$ cat src/rtl/pomdp_belief_update_core_defines.svh
// Assertion helpers for the belief update core.
// Both expect signals named clk and arst_n in the using module.
`ifndef POMDP_BELIEF_UPDATE_CORE_DEFINES_SVH
`define POMDP_BELIEF_UPDATE_CORE_DEFINES_SVH

// same-cycle implication
`define PBU_ASSERT_IMP(lbl, ante, cons, msg) \
	lbl: assert property (@(posedge clk) disable iff (!arst_n) (ante) |-> (cons)) \
		else $error(msg);

// next-cycle implication
`define PBU_ASSERT_NXT(lbl, ante, cons, msg) \
	lbl: assert property (@(posedge clk) disable iff (!arst_n) (ante) |=> (cons)) \
		else $error(msg);

`endif

$ cat src/rtl/pbu_divider.sv
// ----------------------------------------------------------------------------
// pbu_divider
// Restoring fraction divider: floor(num * 2^FRAC / den), one bit a cycle,
// result 1.0 when num >= den.
// ----------------------------------------------------------------------------
`default_nettype none

module pbu_divider #(
	parameter int FRAC = 16,
	parameter int NW   = 39,
	parameter int DW   = 43
) (
	input  wire                 clk,
	input  wire                 arst_n,
	input  wire                 start,
	input  wire [NW-1:0]        num,
	input  wire [DW-1:0]        den,
	output logic                done,
	output logic [FRAC:0]       quot
);

	localparam int CW = $clog2(FRAC + 1);

	logic [DW-1:0] rem_q;
	logic [CW-1:0] cnt_q;
	logic          busy_q;
	logic [DW:0]   rem2;
	logic          fits;

	assign rem2 = {rem_q, 1'b0};
	assign fits = rem2 >= {1'b0, den};

	always_ff @(posedge clk or negedge arst_n) begin
		if (!arst_n) begin
			rem_q  <= '0;
			cnt_q  <= '0;
			busy_q <= 1'b0;
			done   <= 1'b0;
			quot   <= '0;
		end else if (start) begin
			if (DW'(num) >= den) begin
				quot   <= {1'b1, {FRAC{1'b0}}};
				done   <= 1'b1;
				busy_q <= 1'b0;
			end else begin
				rem_q  <= DW'(num);
				quot   <= '0;
				cnt_q  <= CW'(FRAC);
				busy_q <= 1'b1;
				done   <= 1'b0;
			end
		end else if (busy_q) begin
			rem_q <= fits ? DW'(rem2 - {1'b0, den}) : DW'(rem2);
			quot  <= {quot[FRAC-1:0], fits};
			cnt_q <= cnt_q - CW'(1);
			if (cnt_q == CW'(1)) begin
				busy_q <= 1'b0;
				done   <= 1'b1;
			end
		end
	end

endmodule

`default_nettype wire

$ cat config.mk
export PLATFORM = sky130hd
export DESIGN_NAME = pbu_divider
export DESIGN_NICKNAME = d
export VERILOG_FILES = /design/src/rtl/pomdp_belief_update_core_defines.svh /design/src/rtl/pbu_divider.sv
export SDC_FILE = /design/constraint.sdc
export NUM_CORES = 1
export LEC_CHECK = 0
export BUFFER_PORTS_ARGS = -buffer_cell sky130_fd_sc_hd__clkbuf_2
export CORE_MARGIN = 2
export CORE_UTILIZATION = 45
export DETAILED_ROUTE_END_ITERATION = 6
export HOLD_SLACK_MARGIN = 0.02
export PLACE_DENSITY = 0.68
export SYNTH_ARGS = -nofsm -noshare
export SYNTH_HDL_FRONTEND = slang
export SYNTH_SLANG_ARGS = --single-unit
$ cat constraint.sdc
create_clock -name clk -period 2.7 [get_ports clk]
set_clock_uncertainty 0.1 [all_clocks]
set_input_delay 0.27 -clock clk [delete_from_list [all_inputs] [get_ports clk]]
set_output_delay 0.27 -clock clk [all_outputs]
set_load 0.02 [all_outputs]
# [Yosys cells after proc, flatten, opt, wreduce, memory -nomap -nowiden]
# Cells that the tools add are included.
[word_totals] regBits=67 latchBits=0 ram_bits=0 mem_bits_ro=0 output_inout_bits=18 wordCells=33 mem_count=0
[classes] n_addsub=2 multipliers=0 div_mod_pow=0 n_lt_le_gt_ge=2 eq_ne=2 shifts=0 muxes=18 bitwise_logic=0 n_reduce_logical=4
[ops] operator="two-way mux 43 bit" count=4
[ops] operator="two-way mux 17 bit" count=3
[ops] operator=">= comparator 44 x 43 -> 1 bit" count=1
[ops] operator=">= comparator 39 x 43 -> 1 bit" count=1
[ops] operator="subtractor 43 bit" count=1
[ops] operator="two-way mux 5 bit" count=3
[ops] operator="two-way mux 1 bit" count=8
[ops] operator="equality test 5 x 1 -> 1 bit (second input constant)" count=1
[ops] operator="subtractor 5 x 1 -> 5 bit (second input constant)" count=1
[ops] operator="AND reduction 2 bit" count=2
[ops] operator="nonzero test 2 bit" count=2
[ops] operator="!= test 2 bit (second input constant)" count=1

# [Depth between registers and ports, before layout]
# Gate-level depths: netlist of the first run.
[depth] depth_word=4 mapped_depth=15

# [Worst setup path after synthesis of the first run]
# No wires, ideal clock.
[synth_timing] path_type="flip-flop to flip-flop" from="register rem_q[24]" to="register rem_q[38]" setup_ns=0.141 arrival_ns=2.619 setup_slack_ns=-0.160 stages_incl_launch_ff=13 synth_period_minus_slack_ns=2.860 cell_sequence="dfrtp_1 > ha_1 > buf_6 > a21o_1 > a21o_1 > a21o_1 > a2111oi_4 > o32ai_4 > a21o_1 > buf_6 > or3_1 > o211ai_1 > a31oi_1"
[synth_between] elab_chain_len=4
[synth_rtl] element="start: declaration" line="pbu_divider.sv:24" source="logic [DW-1:0] rem_q;"
[synth_rtl] element="start signal: assignment" line="pbu_divider.sv:46" source="rem_q <= DW'(num);"
[synth_rtl] element="start signal: assignment" line="pbu_divider.sv:53" source="rem_q <= fits ? DW'(rem2 - {1'b0, den}) : DW'(rem2);"
[synth_rtl] element="subtractor 43 bit / >= comparator 44 x 43 -> 1 bit (equally long branches)" line="pbu_divider.sv:53, pbu_divider.sv:31"
[synth_rtl] element="two-way mux 43 bit (*)" line="pbu_divider.sv:53"
[synth_rtl] element="two-way mux 43 bit (*)" line="pbu_divider.sv:52" source="end else if (busy_q) begin"
[synth_rtl] element="two-way mux 43 bit (*)" line="pbu_divider.sv:40" source="end else if (start) begin"
# Every way passes the cells marked *; elsewhere a longest branch is shown, timed or not. The select of a mux whose other input is x is not followed.
# A chain may end at the register's enable or synchronous reset.

# [Worst setup path in the final report of the first run]
[layout_timing] from="register rem_q[36]" to="register rem_q[38]"
# Same word-level chain as after synthesis.

==> results of run 1 <==
==> repair_timing <==
action	in CTS	in global routing
resized for setup	79	117
endpoints found under the setup margin	45	46
buffers inserted	17	11
hold buffers	1	0
hold endpoints to repair	67	0
gates cloned	2	1
pin swaps	35	47
==> worst reg2reg max path: cells and delay by family, from the launching register on <==
| family | cells | cell delay (ns) |
|---|---|---|
| compound gates | 7 | 1.23 |
| flops | 1 | 0.42 |
| simple gates | 2 | 0.38 |
| fa+ha+maj | 1 | 0.33 |
| buf+inv | 2 | 0.32 |
==> cells in the final DEF, fill, tap and decap left out, drive strengths merged, types with 3 or more instances in the layout <==
master,count
a211oi,15
a2111oi,3
o21ai,72
nor2,97
ha,84
o22ai,7
a21o,27
and4,5
xnor2,20
o21ba,3
o21a,5
dfrtp,67
a22oi,8
clkbuf,112
and2,4
mux2i,24
o211ai,6
nor4,4
o21bai,6
xor2,18
nor3,13
nor2b,10
and3,10
o31ai,3
a221oi,17
nand2b,4
a21boi,5
nor4b,3
nand4,17
nand3,17
nand2,74
inv,56
a31oi,8
buf,278
a21oi,73
nand3b,3
==> layer usage <==
layer / routed length (um) / GRT usage [%] / part of all wire [%]
met1: 11000 / 39.3 / 42
met2: 12300 / 47.7 / 47
met3: 1750 / 3.51 / 6.7
met4: 1220 / 11.9 / 4.6
met5: 0 / 0 / 0
==> power groups by stage <==
stage | Combinational [mW] | Clock (mW) | Sequential, mW
2_1_floorplan | 2.80 | 0 | 1.39
3_3_place_gp | 4.74 | 0 | 1.39
3_5_place_dp | 4.81 | 0 | 1.39
4_1_cts | 5.69 | 1.29 | 1.39
5_1_grt | 7.11 | 1.34 | 1.45
6_report | 6.69 | 1.30 | 1.43
==> synthesized netlist by cell type, types with 5 or more instances <==
master | n | area, um2
o21a_1 | 5 | 37.5
a221oi_1 | 10 | 87.6
buf_2 | 13 | 65.1
nand3_1 | 17 | 85.1
nor3_1 | 13 | 65.1
nand4_1 | 17 | 106
clkbuf_1 | 21 | 78.8
nand2_2 | 7 | 43.8
a221oi_2 | 7 | 105
a211oi_1 | 15 | 113
xor2_1 | 18 | 158
a21oi_1 | 72 | 360
nand2_1 | 67 | 251
and3_1 | 10 | 62.6
ha_1 | 84 | 1050
inv_1 | 53 | 199
nor2b_1 | 10 | 62.6
xnor2_1 | 20 | 175
a31oi_1 | 8 | 50.1
a22oi_1 | 8 | 60.1
and4_1 | 5 | 43.8
o21bai_1 | 6 | 45.0
a21boi_0 | 5 | 37.5
a21o_1 | 27 | 203
dfrtp_1 | 67 | 1680
o21ai_0 | 62 | 310
o22ai_1 | 7 | 43.8
o21ai_2 | 7 | 61.3
nor2_1 | 97 | 364
o211ai_1 | 6 | 45.0
mux2i_1 | 24 | 240
==> cells by family after synthesis <==
family          synth area share (%)
buf+inv                         6.11
simple gates                    18.1
mux                             3.46
fa+ha+maj                       15.4
flops                           24.1
xor+xnor                        4.79
compound gates                  28.0
==> worst max-delay path by stage <==
stage                          from   endpoint  slack [ns]  cells past startpoint
after global placement      den[10]  rem_q[34]       -0.41                     14
final                     rem_q[36]  rem_q[38]       -0.22                     12
after detailed placement    den[10]  rem_q[34]       -0.46                     14
after floorplan           rem_q[24]  rem_q[38]        -0.1                     12
after global routing      rem_q[13]  rem_q[17]       -0.28                     13
after CTS                 rem_q[24]  rem_q[32]       -0.21                     12
==> state kept, by name, indices dropped and copies added, names as in the netlist <==
signal and flops:
rem_q 43, quot 17, cnt_q 5, busy_q 1, done 1
==> cell type report <==
| class | instances | area, um2 |
|---|---|---|
| fill | 1052 | 4170 |
| tap | 188 | 235 |
| clock inverter | 6 | 70.1 |
| multi-input combinational | 698 | 5670 |
| timing repair buffer | 381 | 2890 |
| sequential | 67 | 1680 |
| inverter | 53 | 199 |
| clock buffer | 10 | 239 |
==> per-stage QoR <==
stage               hold slack (ns)  TNS, ns
floorplan                    -0.126    -1.03
finish                        0.140    -5.07
global route                  0.165    -8.98
global placement            -0.0221   -12.45
CTS                           0.135    -5.97
detailed placement          -0.0268   -15.51
==> results.py, run 1 <==
metrics = {
    "final_layout": {
        "design_area_mm2": 0.0110,
        "antenna-diode-count": 0,
        "areaGrowthSynthToFinish_pct": 58.0,
        "drive_gt1_share_pct": 44.7,
        "fin_cells": 1403,
        "fin_nets": 1380,
        "final_core_util_pct": 72.5,
    },
    "power_and_ir_drop": {
        "pwr-share-clk_pct": 13.8,
        "p_seq_share_pct": 15.2,
        "power_density_mw_per_mm2": 858,
        "pwr-share-comb_pct": 71.0,
        "total_power_mw": 9.42,
        "switching_share_pct": 42.4,
        "switching_power_mw": 3.99,
        "p_leak_nw": 5.28,
        "internal_power_mw": 5.42,
        "irDropWorstVdd_mv": 0.451,
    },
    "flow_run": {
        "max-cap-violations": 0,
    },
    "yosys": {
        "yosysSeqAreaShare_pct": 24.1,
        "ys_ff_latch": 67,
        "synth_nets": 1031,
        "synthFlopType": "dfrtp_1",
        "synth_cells": 861,
        "synth_cell_type_count": 72,
        "ys_async_sr_fraction_pct": 100,
        "netlist_area_mm2": 0.00695,
        "synth.avg_cell_area_um2": 8.07,
        "synth_edf_count": 0,
        "yosys_warnings": 0,
    },
    "route": {
        "dr.pass1.iters": 6,
        "ant_nets": 0,
        "vias": 8367,
        "vias_per_cell": 5.96,
        "drc": 0,
        "totalWireLength_um": 26200,
        "wl_per_cell_um": 18.7,
        "drtIter0Drc": 797,
    },
    "critical_path": {
        "path_max_fanout": 7,
        "crit_path_frequent_cell": "a21o_1",
        "arrival_ns": 3.02,
        "reg2reg_depth": 12,
        "crit_slowest_cell": "dfrtp_1",
        "cp.required_ns": 2.80,
        "worst-r2r-setup-slack_ns": -0.22,
        "max_stage_delay_ns": 0.42,
        "cp_cell_sequence": "ha_1, a21o_1, a21o_1, a21o_1, a211oi_2, nor2_1, buf_4, a21o_4, buf_6, or3_1, o211ai_1, a31oi_1",
        "r2r_end": "rem_q[38]",
        "crit_type": "flop to flop",
        "cp_top_family": "compound AO/OA/AOI/OAI gates",
        "reg2reg_from": "rem_q[36]",
        "critPathBufInv": 2,
        "cp-start-kind": "flop",
        "endpoint_kind": "flop",
    },
    "placed_design": {
        "hpwl_um": 18000,
        "place_area_mm2": 0.00947,
        "gp_congestion": 0.976,
        "pre_cts_ws_ns": -0.462,
        "post-place-cells": 1361,
        "port_buffers": 102,
    },
    "floorplanning": {
        "io_pins": 103,
        "die_w_um": 128,
        "die_area_mm2": 0.0164,
        "rows": 45,
        "start_util_pct": 45.9,
        "die_h_um": 128,
        "core_mm2": 0.0151,
    },
    "outcome": {
        "violations": "negative setup slack",
        "status": "finished with violations",
    },
    "sta": {
        "worst_slack_ns": -0.218,
        "finalSetupViolations": 42,
        "drv_slew": 0,
        "hold_violations": 0,
        "grt_setup_unrepaired": "true",
        "slew_headroom_pct": 54.8,
        "max_slew.worst_pin.slew_ns": 0.677,
        "post-route-period-util_pct": 108,
        "period_needed_ns": 2.92,
        "max_freq_ghz": 0.343,
    },
    "hold_path": {
        "hp-class": "input pin to flop",
        "hold_depth": 3,
        "hold_path_end": "rem_q[2]",
        "worstHoldStart": "num[2]",
    },
    "global_route": {
        "grt_overflow": 0,
        "grt_pass1_vias": 7746,
        "track_usage_pct": 29.2,
        "grt_max_degree": 38,
        "antenna_found_initial": 0,
        "grt_pass1_wl_um": 38400,
    },
    "clock_tree": {
        "cts-root-buf": "clkbuf_16",
        "clkLatencyLatePin_ns": 0.36,
        "clkSlewWorstSetupHoldPaths_ns": 0.06,
        "h-tree-depth": 3,
        "cts_made_buffers": 9,
        "numClockSinks": 67,
        "cts_tree": "done",
        "cts_max_path_buffers": 2,
    },
}
No activity file was read; power rests on OpenSTA's default activity.
==> run 2: changes to the inputs <==
--- a/config.mk
+++ b/config.mk
@@ -11,6 +11,7 @@
 export DETAILED_ROUTE_END_ITERATION = 6
 export HOLD_SLACK_MARGIN = 0.02
 export PLACE_DENSITY = 0.68
+export SETUP_SLACK_MARGIN = 0.3
 export SYNTH_ARGS = -nofsm -noshare
 export SYNTH_HDL_FRONTEND = slang
 export SYNTH_SLANG_ARGS = --single-unit
==> run 2 against run 1 <==
Effect of this change: clock power about the same; combinational power down 7.0%; largest power group unchanged; global-route usage down 0.24 points; via count down 3.5%; sequential share of layout area up 0.24 points; clock-buffer cell count down 1; utilization down 1.1 points; critical path depth up 1; die area unchanged; the run still ends with negative setup slack left; power down 5.4%; first-iteration DRC count down 7.8%; sequential power about the same.
==> results.py, run 2 (same netlist as run 1, synthesis figures left out) <==
metrics = {
    "critical_path": {
        "crit_slowest_cell": "dfrtp_1",
        "max_stage_delay_ns": 0.39,
        "cp_top_family": "simple AND/OR/NAND/NOR gates",
        "critPathBufInv": 3,
        "cp_cell_sequence": "ha_1, a21oi_1, o21ai_0, buf_4, nor3_1, and4_4, o32ai_4, buf_4, a21o_4, buf_6, or3_1, o211ai_1, a31oi_1",
        "cp-start-kind": "flop",
        "worst-r2r-setup-slack_ns": -0.38,
        "endpoint_kind": "flop",
        "crit_path_frequent_cell": "buf_4",
        "startpoint": "rem_q[20]",
        "cp.required_ns": 2.81,
        "reg2reg_depth": 13,
        "r2r_end": "rem_q[38]",
        "arrival_ns": 3.18,
        "crit_type": "flop to flop",
        "reg2reg_from": "rem_q[20]",
        "path_max_fanout": 5,
    },
    "floorplanning": {
        "io_pins": 103,
        "start_util_pct": 45.9,
        "die_w_um": 128,
        "core_mm2": 0.0151,
        "die_h_um": 128,
        "rows": 45,
        "die_area_mm2": 0.0164,
    },
    "power_and_ir_drop": {
        "switching_power_mw": 3.76,
        "switching_share_pct": 42.2,
        "pwr-share-comb_pct": 69.8,
        "irDropWorstVdd_mv": 0.428,
        "p_leak_nw": 5.16,
        "power_density_mw_per_mm2": 825,
        "pwr-share-clk_pct": 14.3,
        "p_seq_share_pct": 16.0,
        "internal_power_mw": 5.15,
    },
    "sta": {
        "worst_slack_ns": -0.379,
        "hold_violations": 0,
        "drv_slew": 0,
        "post-route-period-util_pct": 114,
        "max_slew.worst_pin.slew_ns": 0.668,
        "slew_headroom_pct": 55.4,
        "period_needed_ns": 3.08,
        "finalSetupViolations": 44,
        "tns_ns": -12.30,
        "max_freq_ghz": 0.325,
        "grt_setup_unrepaired": "true",
        "whs_ns": 0.108,
    },
    "global_route": {
        "grt_overflow": 0,
        "grt_pass1_wl_um": 38000,
        "grt_pass1_vias": 7695,
        "grt_max_degree": 68,
        "track_usage_pct": 29.0,
        "antenna_found_initial": 0,
    },
    "placed_design": {
        "gp_congestion": 0.966,
        "hpwl_um": 17200,
        "port_buffers": 102,
    },
    "hold_path": {
        "hold_path_end": "rem_q[7]",
        "hp-class": "input pin to flop",
        "hold_depth": 3,
        "worstHoldStart": "num[7]",
    },
    "clock_tree": {
        "clkLatencyLatePin_ns": 0.36,
        "h-tree-depth": 3,
        "cts-root-buf": "clkbuf_16",
        "cts_max_path_buffers": 2,
        "cts_tree": "done",
        "clkSlewWorstSetupHoldPaths_ns": 0.07,
        "cts_made_buffers": 9,
        "numClockSinks": 67,
    },
    "route": {
        "wl_per_cell_um": 17.8,
        "totalWireLength_um": 24800,
        "drc": 0,
        "dr.pass1.iters": 5,
        "ant_nets": 0,
        "vias_per_cell": 5.81,
        "drtIter0Drc": 735,
        "vias": 8072,
    },
    "outcome": {
        "status": "finished with violations",
        "violations": "negative setup slack",
    },
    "final_layout": {
        "final_cell_mix": "buf_4, clkbuf_2, nor2_1",
        "final_common_cell": "buf_4",
        "fill_cells": 1091,
        "areaGrowthSynthToFinish_pct": 55.6,
        "largest_reg_flops": 43,
        "fin_nets": 1366,
        "top_regs": "rem_q x43, quot x17, cnt_q x5",
        "largest_register": "rem_q",
        "antenna-diode-count": 0,
        "drive_gt1_share_pct": 44.4,
    },
    "flow_run": {
        "max-cap-violations": 0,
    },
}
## run 2: worst max-delay path by stage
stage	slack [ns]	depth (start not counted)	endpoint
final	-0.38	13	rem_q[38]
after global routing	-0.49	13	rem_q[38]
after floorplan	-0.1	12	rem_q[38]
after global placement	-0.30	13	rem_q[35]
after CTS	-0.18	13	rem_q[41]
after detailed placement	-0.44	13	rem_q[6]
## run 2: tightest hold or removal path, cell delays in order
cell and delay (ns):
clkbuf_2 0.10, nor2_1 0.08, a221oi_1 0.07
## run 2: metal layers
layer  vias up  share of wire, %  GRT usage, %
met1      3804                43          37.5
met2       355                47          47.9
met3        79               5.9          4.84
met5         -                 0             0
li1       3834                 -             -
met4         0               4.2          12.1
## run 2: cell type report
| class | count | area (um2) | share of cell area [%] |
|---|---|---|---|
| Inverter | 53 | 204 | 1.89 |
| Timing Repair Buffer | 366 | 2740 | 25.4 |
| Clock buffer | 9 | 225 | 2.08 |
| Clock inverter | 7 | 83.8 | 0.776 |
| Tap cell | 188 | 235 | 2.18 |
| Sequential cell | 67 | 1680 | 15.5 |
| Multi-Input combinational cell | 699 | 5640 | 52.2 |
## run 2: power by group through the flow
stage	Sequential (mW)	Clock, mW	Combinational [mW]
final	1.42	1.27	6.22
after global routing	1.45	1.32	6.64
after CTS	1.40	1.28	5.50
after global placement	1.39	0	4.68
after detailed placement	1.40	0	4.72
after floorplan	1.39	0	2.86
## run 2: repair_timing
item                                   4_1_cts  5_1_grt
pin swaps                                   28       34
hold buffers                                 1        0
resized for setup                           69      103
endpoints found under the hold margin       67        0
gates cloned                                 5        1
setup endpoints to repair                   46       46
setup buffers                               16        9
## run 2: per-stage QoR
step / power [mW] / instances / area (um2) / utilization, % / worst slack [ns]
after global placement: 6.07 / 1341 / 9360 / 61.8 / -0.303
after CTS: 8.19 / 1379 / 10200 / 67.6 / -0.181
final: 8.91 / 1389 / 10800 / 71.4 / -0.379
after detailed placement: 6.12 / 1341 / 9360 / 61.8 / -0.444
after global routing: 9.40 / 1389 / 10800 / 71.4 / -0.488
after floorplan: 4.25 / 861 / 7030 / - / -0.0977
==> run 3: changes to the inputs <==
--- a/config.mk
+++ b/config.mk
@@ -5,13 +5,15 @@
 export SDC_FILE = /design/constraint.sdc
 export NUM_CORES = 1
 export LEC_CHECK = 0
+export ABC_CLOCK_PERIOD_IN_PS = 2700
 export BUFFER_PORTS_ARGS = -buffer_cell sky130_fd_sc_hd__clkbuf_2
 export CORE_MARGIN = 2
 export CORE_UTILIZATION = 45
 export DETAILED_ROUTE_END_ITERATION = 6
 export HOLD_SLACK_MARGIN = 0.02
-export PLACE_DENSITY = 0.68
+export PLACE_DENSITY = 0.77
 export SETUP_SLACK_MARGIN = 0.3
+export SLEW_MARGIN = 10
 export SYNTH_ARGS = -nofsm -noshare
 export SYNTH_HDL_FRONTEND = slang
 export SYNTH_SLANG_ARGS = --single-unit
==> run 3 against run 2 <==
Effect of this change: the flow still finishes with violations (negative setup slack); non-clock buffer count down 2; setup slack improved by 0.17 ns; clock-buffer cell count unchanged; critical path type unchanged; critical endpoint is now rem_q[41].
==> results.py, run 3 (same netlist as run 1, synthesis figures left out) <==
metrics = {
    "critical_path": {
        "cp.required_ns": 2.82,
        "crit_slowest_cell": "dfrtp_1",
        "path_max_fanout": 5,
        "crit_path_frequent_cell": "buf_4",
        "reg2reg_depth": 13,
        "endpoint_kind": "flop",
        "max_stage_delay_ns": 0.40,
        "arrival_ns": 3.03,
        "cp-start-kind": "flop",
        "crit_type": "flop to flop",
        "cp_cell_sequence": "ha_1, a21oi_1, o21ai_2, buf_4, nor3_2, and4_4, o32ai_4, buf_6, a21oi_4, nor2_1, buf_4, o311ai_1, o21ai_1",
    },
    "final_layout": {
        "design_area_mm2": 0.0108,
        "fin_nets": 1363,
        "top_regs": "rem_q x43, quot x17, cnt_q x5",
        "fin_cells": 1385,
        "areaGrowthSynthToFinish_pct": 55.9,
        "antenna-diode-count": 0,
        "final_cell_mix": "buf_4, clkbuf_2, nor2_1",
        "drive_gt1_share_pct": 46.9,
        "largest_register": "rem_q",
        "largest_reg_flops": 43,
        "final_common_cell": "buf_4",
    },
    "floorplanning": {
        "io_pins": 103,
        "die_h_um": 128,
        "die_area_mm2": 0.0164,
        "rows": 45,
        "die_w_um": 128,
        "start_util_pct": 45.9,
        "core_mm2": 0.0151,
    },
    "clock_tree": {
        "cts_max_path_buffers": 2,
        "cts_made_buffers": 9,
        "clkLatencyLatePin_ns": 0.36,
        "cts-root-buf": "clkbuf_16",
        "cts_tree": "done",
        "numClockSinks": 67,
        "h-tree-depth": 3,
        "clkSlewWorstSetupHoldPaths_ns": 0.07,
    },
    "hold_path": {
        "hp-class": "input pin to flop",
        "hold_depth": 3,
    },
    "route": {
        "vias": 8933,
        "drc": 0,
        "wl_per_cell_um": 21.6,
        "drtIter0Drc": 1171,
        "vias_per_cell": 6.45,
        "dr.pass1.iters": 7,
        "totalWireLength_um": 30000,
        "ant_nets": 0,
    },
    "sta": {
        "post-route-period-util_pct": 108,
        "grt_setup_unrepaired": "true",
        "finalSetupViolations": 43,
        "period_needed_ns": 2.91,
        "max_slew.worst_pin.slew_ns": 0.687,
        "max_freq_ghz": 0.344,
        "hold_violations": 0,
        "slew_headroom_pct": 54.1,
        "worst_slack_ns": -0.208,
        "drv_slew": 0,
    },
    "placed_design": {
        "port_buffers": 102,
        "hpwl_um": 17900,
        "post-place-cells": 1335,
        "gp_congestion": 0.983,
        "place_area_mm2": 0.00928,
    },
    "outcome": {
        "status": "finished with violations",
        "violations": "negative setup slack",
    },
    "global_route": {
        "grt_max_degree": 43,
        "antenna_found_initial": 0,
        "grt_overflow": 0,
        "grt_pass1_wl_um": 40200,
        "grt_pass1_vias": 8441,
        "track_usage_pct": 30.6,
    },
    "power_and_ir_drop": {
        "total_power_mw": 8.82,
        "irDropWorstVdd_mv": 0.475,
        "p_leak_nw": 5.13,
        "power_density_mw_per_mm2": 814,
    },
    "flow_run": {
        "max-cap-violations": 0,
    },
}
run 3: cell count changes in the layout (fill, tap and decap cells not counted), moves of 5 or more:
cell     before  now
a21oi_1      54   49
buf_6        21   12
buf_4       232  243
o21ai_0      43   37
a21oi_2      16   21
o21ai_2      10   16
run 3: critical path, delay by kind of cell (launching register included):
family          cells  cell delay [ns]
compound gates      6             0.88
simple gates        3             0.57
buf+inv             3             0.49
flops               1             0.40
fa+ha+maj           1             0.32
run 3: repair_timing:
item                                    4_1_cts  5_1_grt
buffers inserted                             15       17
endpoints found under the hold margin        67        0
pin swaps                                    37       39
gates resized for setup                      86      120
cloned                                        1        1
endpoints found under the setup margin       49       52
hold buffers                                  1        0
run 3: cell type report:
type | count | area (um2)
multi-input combinational | 698 | 5800
inverter | 53 | 206
tap | 188 | 235
fill | 965 | 4320
clock inverter | 6 | 67.6
clock buffer | 9 | 225
timing repair buffer | 364 | 2620
sequential | 67 | 1680
run 3: power breakdown:
group | internal, mW | switching, mW | leakage [nW]
combinational | 2.94 | 3.20 | 4.19
clock | 0.712 | 0.529 | 0.137
sequential | 1.22 | 0.216 | 0.805
total | 4.87 | 3.94 | 5.13
run 3: path summary, 6_finish.rpt:
path,start,end,slack [ns]
setup / recovery,rem_q[20],rem_q[41],-0.21
hold / removal,num[15],rem_q[15],0.14
setup reg to reg,rem_q[20],rem_q[41],-0.21
hold reg to reg,done,done,0.41
max in group asynchronous,arst_n,rem_q[33],1.69
min in group asynchronous,arst_n,quot[11],0.15
run 3: metrics by stage:
stage	worst slack (ns)	utilization [%]	hold slack, ns	TNS (ns)
finish	-0.208	71.5	0.138	-6.20
global route	-0.320	71.5	0.157	-10.14
CTS	-0.203	66.9	0.108	-4.20
detailed placement	-0.356	61.3	-0.0214	-12.65
floorplan	-0.0977	-	-0.126	-1.07
global placement	-0.343	61.3	-0.0204	-10.54
run 3: routing by layer:
metal  vias up  global-route usage [%]  wire length [um]
met2       721                    53.5             13900
li1       3828                       -                 -
met3       250                    5.38              3180
met1      4134                    36.1             10500
met4         0                    15.2              2400
met5         -                       0                 0
